`config.mk`:
```
export PLATFORM = sky130hd
export DESIGN_NAME = rbsp_div
export DESIGN_NICKNAME = d
export VERILOG_FILES = /design/src/rtl/rbsp_pkg.sv /design/src/rtl/rbsp_div.sv
export SDC_FILE = /design/constraint.sdc
export NUM_CORES = 2
export LEC_CHECK = 0
export ABC_CLOCK_PERIOD_IN_PS = 3250
export BUFFER_PORTS_ARGS = -buffer_cell sky130_fd_sc_hd__buf_2
export CAP_MARGIN = 20
export CORE_MARGIN = 2
export CORE_UTILIZATION = 30
export CTS_CLUSTER_DIAMETER = 150
export DETAILED_ROUTE_END_ITERATION = 16
export HOLD_SLACK_MARGIN = 0.03
export MAX_ROUTING_LAYER = met4
export SLEW_MARGIN = 20
export SYNTH_ARGS = -nofsm -noshare
export SYNTH_HDL_FRONTEND = slang
export SYNTH_SLANG_ARGS = --single-unit
```
`constraint.sdc`:
```
create_clock -name clk -period 3.25 [get_ports clk]
set_clock_uncertainty 0.05 [all_clocks]
set_input_delay 0.325 -clock clk [delete_from_list [all_inputs] [get_ports clk]]
set_output_delay 0.325 -clock clk [all_outputs]
set_load 0.1 [all_outputs]
```
`src/rtl/rbsp_pkg.sv`:
```
// Shared types and constants for the rational Bezier sphere patch evaluator.
// No dependencies; every other file uses this package.
package rbsp_pkg;

	localparam int FIELD_W = 16;
	localparam int INV_W = 30;
	// 1/sqrt2 with 30 fraction bits
	localparam logic [INV_W-1:0] INV_SQRT2_Q30 = 30'd759250125;

	// control point selection masks, bit index = u_index * 3 + v_index
	localparam logic [8:0] MASK_X = 9'b000110110;
	localparam logic [8:0] MASK_Y = 9'b110110000;
	localparam logic [8:0] MASK_Z = 9'b011011011;

	// pipeline control handed to the divider
	typedef struct packed {
		logic ce;
		logic valid;
	} rbsp_ctl_t;

endpackage

```
`src/rtl/rbsp_div.sv`:
```
// Pipelined restoring divider for three numerators over one shared weight sum.
// One quotient bit per stage with round-half-up offset; depends on rbsp_pkg.
module rbsp_div #(
	parameter int FRAC_BITS = 15
) (
	input  logic                   clk,
	input  logic                   arst_n,
	input  rbsp_pkg::rbsp_ctl_t    ctl,
	input  logic [FRAC_BITS+3:0]   num [3],
	input  logic [FRAC_BITS+3:0]   den,
	output logic                   valid,
	output logic [FRAC_BITS:0]     quot [3],
	output logic                   zero_den
);
	import rbsp_pkg::*;

	localparam int SW = FRAC_BITS + 4;
	localparam int DW = 2 * FRAC_BITS + 5;
	localparam int QW = FRAC_BITS + 1;
	localparam int NS = QW;

	logic [DW-1:0] rem_p [NS+1][3];
	logic [QW-1:0] q_p [NS+1][3];
	logic [SW-1:0] den_p [NS+1];
	logic          v_p [NS+1];

	// dividend = num * 2^F + den / 2
	always_ff @(posedge clk or negedge arst_n) begin
		if (!arst_n) begin
			v_p[0] <= 1'b0;
		end else if (ctl.ce) begin
			v_p[0] <= ctl.valid;
		end
	end

	always_ff @(posedge clk) begin
		if (ctl.ce) begin
			den_p[0] <= den;
			for (int l = 0; l < 3; l++) begin
				rem_p[0][l] <= (DW'(num[l]) << FRAC_BITS) + DW'(den >> 1);
				q_p[0][l] <= '0;
			end
		end
	end

	for (genvar k = 0; k < NS; k++) begin : g_stage
		localparam int SH = QW - 1 - k;
		logic [DW-1:0] dsh;
		assign dsh = DW'(den_p[k]) << SH;

		always_ff @(posedge clk or negedge arst_n) begin
			if (!arst_n) begin
				v_p[k+1] <= 1'b0;
			end else if (ctl.ce) begin
				v_p[k+1] <= v_p[k];
			end
		end

		always_ff @(posedge clk) begin
			if (ctl.ce) begin
				den_p[k+1] <= den_p[k];
				for (int l = 0; l < 3; l++) begin
					if (rem_p[k][l] >= dsh) begin
						rem_p[k+1][l] <= rem_p[k][l] - dsh;
						q_p[k+1][l] <= q_p[k][l] | (QW'(1) << SH);
					end else begin
						rem_p[k+1][l] <= rem_p[k][l];
						q_p[k+1][l] <= q_p[k][l];
					end
				end
			end
		end
	end

	assign valid = v_p[NS];
	assign quot = q_p[NS];
	assign zero_den = (den_p[NS] == '0);

endmodule
```
==> metrics.log <==
[metrics] Tightest Hold Check Type: input port to flop
[metrics] leading register cell type out of synthesis: sky130_fd_sc_hd__edfxtp_1
[metrics] final routed DRC violation total: 0
[metrics] Iter 0 DRT Violations: approximately 6,000
[metrics] capturing element type of the critical path: flop
[metrics] CP bufs+invs: 2
[metrics] Area Overhead vs Synth: 31.6%
[metrics] unrepaired setup endpoints after global routing: yes
[metrics] Sink Count: about 2,400
[metrics] Worst Max-Slew Pin Slew: between 1 and 1.5 ns
[metrics] category of cells accounting for the largest share of critical-path delay: simple AND/OR/NAND/NOR gates
[metrics] number of antenna violations at the first check in global routing: 6
[metrics] IO Pins: 130
[metrics] area share of the largest cell type after synthesis: 0.524
[metrics] die outline width: a little under 700 microns
[metrics] biggest area contributors in the synthesized netlist: sky130_fd_sc_hd__edfxtp_1, sky130_fd_sc_hd__ha_1, sky130_fd_sc_hd__xnor2_1
[metrics] worst-case clock buffer depth: 4
[metrics] final weighted congestion in routability-driven placement: 0.931
[metrics] maximum number of pins on one net before global-route repair: about 150
[metrics] Unique masters post-synth: between 100 and 150
[metrics] count of final max-slew check failures: 0
[metrics] setup slack at placement: -0.510 ns
[metrics] Post-Synthesis Cell Area: ~140,000 sq um
[metrics] final clock period utilization by the worst path: 1.07
[metrics] critical-path maximum fanout: 6
[metrics] IR Drop Worst-Case VDD: around 480 uV
[metrics] worst path setup slack after routing: -0.215 ns
[metrics] Hold Vio Cnt, Final: 0
[metrics] CP max-delay cell: sky130_fd_sc_hd__or4_4
[metrics] count of synthesis-stage warnings from yosys: 0
[metrics] shortest period the worst path allows: around 3.5 ns
[metrics] average cell area after synthesis: about 11 sq um
[metrics] data required time of the worst path: ~3.9 ns
[metrics] violations in the final reports: setup timing
[metrics] Die Height: approximately 680 microns
[metrics] count of fill cells added during filler insertion: 43,200
[metrics] count of standard-cell rows: between 200 and 250
[metrics] status: complete, but fails checks
[metrics] fraction of synthesis flops using an asynchronous set or reset pin: 0.00713
[metrics] Post-Syn Instances: 12,100
[metrics] post-detailed-placement half-perimeter wirelength: 322,000 microns
[metrics] total nets after synthesis: 13,100
[metrics] crit-path max cell delay: between 0.5 and 0.6 ns
[metrics] CP startpoint kind: flop
[metrics] clock insertion delay at the later pin of the skew report: just over 0.9 ns
[metrics] overall via count from detail_route: ~100k
[metrics] Post-Route Utilization: 0.397
[metrics] setup_tns: -4.55 ns
[metrics] uppermost metal layer occupied by signal nets: met4
[metrics] instance count after placement with tap cells included: 20,000
[metrics] clock transition at the registers of the reported paths: ~0.060 ns
[metrics] number of nets with antenna violations after routing: 0
[metrics] Final Cell Area: between 150,000 and 200,000 sq um
[metrics] number of endpoints failing setup at the final stage: just over 70
[metrics] startpoint-to-endpoint class of the critical path: flop to flop
[metrics] number of detailed-routing iterations run before antenna repair: 5
[metrics] number of global-route vias before repair: between 100k and 150k
[metrics] sequential fraction of the synthesis area: 0.527
[metrics] core area: around 450,000 sq um
[metrics] headroom to the max-slew limit: 0.312
[metrics] number of flops mapped to enable cells by yosys: 2,366
[metrics] Port Buffers: between 100 and 150
[metrics] routed vias/inst: between 4 and 5
[metrics] Routed wire per std cell: between 15 and 20 microns
[metrics] Non-Filler Instances: between 20,000 and 25,000
[metrics] overflow left after global routing: 0
[metrics] total power per unit cell area: about 800 nW/um^2
[metrics] wire length of the first global-routing pass: ~600,000 microns
[metrics] number of CTS-inserted buffers: between 200 and 300
[metrics] # Max-Cap Violations: 0
[metrics] library cell occupying the most area in the post-synthesis netlist: sky130_fd_sc_hd__edfxtp_1
[metrics] Static Leakage: approximately 69 nW
[metrics] Final nets: 15,800
[metrics] CTS root buf: sky130_fd_sc_hd__clkbuf_16
[metrics] area enclosed by the die boundary: roughly 460,000 sq um
[metrics] overall routed net length: 410,000 microns
[metrics] minimum hold slack: roughly 0.11 ns
[metrics] met3 routed WL: between 10,000 and 15,000 microns
[metrics] gr usage total: 0.176
[metrics] post-layout total power: between 100 and 150 mW
[metrics] Fmax achieved: approximately 290 MHz
[metrics] share of cells above drive strength 1: 0.271
[metrics] met2 layer wire length in the routed design: around 210,000 microns
[metrics] Placement Cell Area: between 150,000 and 200,000 sq um
[metrics] TritonCTS clock tree: built
[metrics] DRT met1 WL: about 160,000 microns
[metrics] number of register bits inferred by synthesis: between 2,000 and 2,500
[metrics] worst endpoint data arrival time: 4.06 ns
[metrics] H-tree Lvls: 5
[metrics] number of antenna cells inserted: 0
[metrics] Critical Path, Cell by Cell: buf_6 > ha_4 > or4b_1 > or4_4 > nor4_4 > nand4b_1 > nand4_1 > o21bai_4 > clkbuf_16 > mux2_2
[metrics] starting density of the core: 0.302
[placed cells by master, fill, tap and decap left out, types with 115 or more instances in the layout]
cell and n:
sky130_fd_sc_hd__edfxtp_1 2366, sky130_fd_sc_hd__buf_4 2176, sky130_fd_sc_hd__nand2_1 1013, sky130_fd_sc_hd__ha_1 853, sky130_fd_sc_hd__nor2_1 760, sky130_fd_sc_hd__o21ai_0 715
sky130_fd_sc_hd__a21oi_1 713, sky130_fd_sc_hd__xnor2_1 537, sky130_fd_sc_hd__inv_1 516, sky130_fd_sc_hd__xor2_1 510, sky130_fd_sc_hd__a21o_1 353, sky130_fd_sc_hd__clkbuf_16 301
sky130_fd_sc_hd__nor3_1 247, sky130_fd_sc_hd__nand3_1 215, sky130_fd_sc_hd__nand4_1 172, sky130_fd_sc_hd__nand2b_1 160, sky130_fd_sc_hd__mux2_2 159, sky130_fd_sc_hd__o21a_1 153
sky130_fd_sc_hd__dlygate4sd3_1 141, sky130_fd_sc_hd__buf_12 130, sky130_fd_sc_hd__buf_2 128, sky130_fd_sc_hd__nor2b_1 126, sky130_fd_sc_hd__nor4_1 115
[final cells by class]
class                   instances  area [sq um]  area share
clock buffers                 340          7420      0.0416
inverters                     613          2380      0.0133
well taps                    5952          7450      0.0417
clock inverters               167          1850      0.0104
repair buffers               2680         22400       0.126
multi-input cells            8770         65400       0.366
flip-flops and latches       2383         71500       0.401
[sequential cells by signal, summed over array words and instances (netlist names)]
register and count:
rem_p 1635, q_p 408, den_p 323, v_p 16, valid 1
[synthesized netlist by cell type, drive strengths merged, types with 27 or more instances]
cell type / n
or4: 41
a21oi: 778
or2: 55
edfxtp: 2366
fa: 48
a211o: 29
o41ai: 27
clkbuf: 252
nand3b: 39
nand2b: 168
nor3: 298
mux2i: 29
mux2: 184
xnor2: 544
a31oi: 70
a211oi: 81
nor4b: 65
o2111ai: 29
or3: 98
buf: 54
o21bai: 91
nand4b: 50
nor4: 171
a21boi: 39
nor2: 784
and3: 76
nor2b: 147
o211ai: 51
o31a: 30
ha: 921
o21ai: 868
inv: 612
nor3b: 35
o21a: 160
a2111oi: 34
nand3: 227
nand2: 1043
a21o: 354
xor2: 511
nand4: 172
o31ai: 80
and2: 47
[worst paths after layout]
path | startpoint | endpoint | slack [ns] | cells after the start
max reg2reg | den_p[3][0]$_DFFE_PP_ | rem_p[4][94]$_DFFE_PP_ | -0.21 | 10
max in group asynchronous | arst_n | v_p[14]$_DFFE_PN0P_ | 2.14 | 3
max | den_p[3][0]$_DFFE_PP_ | rem_p[4][94]$_DFFE_PP_ | -0.21 | 10
min reg2reg | q_p[9][28]$_DFFE_PP_ | q_p[10][28]$_DFFE_PP_ | 0.35 | 0
min | den[14] | den_p[0][14]$_DFFE_PP_ | 0.11 | 2
min in group asynchronous | arst_n | v_p[4]$_DFFE_PN0P_ | 0.55 | 3
[power breakdown]
group	internal [mW]	total, mW	leakage, nW	switching (mW)
clock network	18.7	32.0	4.49	13.3
registers	44.3	49.8	22.9	5.55
logic	30.2	61.6	42.1	31.3
total	93.2	143	69.5	50.2
[layer usage]
layer,global-route usage,vias up
li1,-,50600
met4,0.116,0
met5,-,-
met2,0.314,1959
met3,0.0151,978
met1,0.186,47400
[cell families (layout without fill, tap and decap cells)]
| family | Yosys count | after routing | synth area share |
|---|---|---|---|
| and+or+nand+nor | 3593 | 3594 | 0.133 |
| AOI/OAI and AO/OA | 2939 | 2939 | 0.137 |
| DFF | 2383 | 2383 | 0.527 |
| xor gates and xnor gates | 1055 | 1055 | 0.0681 |
| adders and majority gates | 969 | 969 | 0.0921 |
| buffers and inverters | 919 | 3800 | 0.0259 |
| muxes | 213 | 213 | 0.0174 |
[timing repair]
action                                  in CTS  in global routing
hold endpoints to repair                   166                  0
pin swaps                                  106                349
gates cloned                                11                 12
resized for setup                          380                866
setup buffers                              107                146
hold buffers                               141                  0
endpoints found under the setup margin     722                931
No activity file was read; power rests on OpenSTA's default activity.
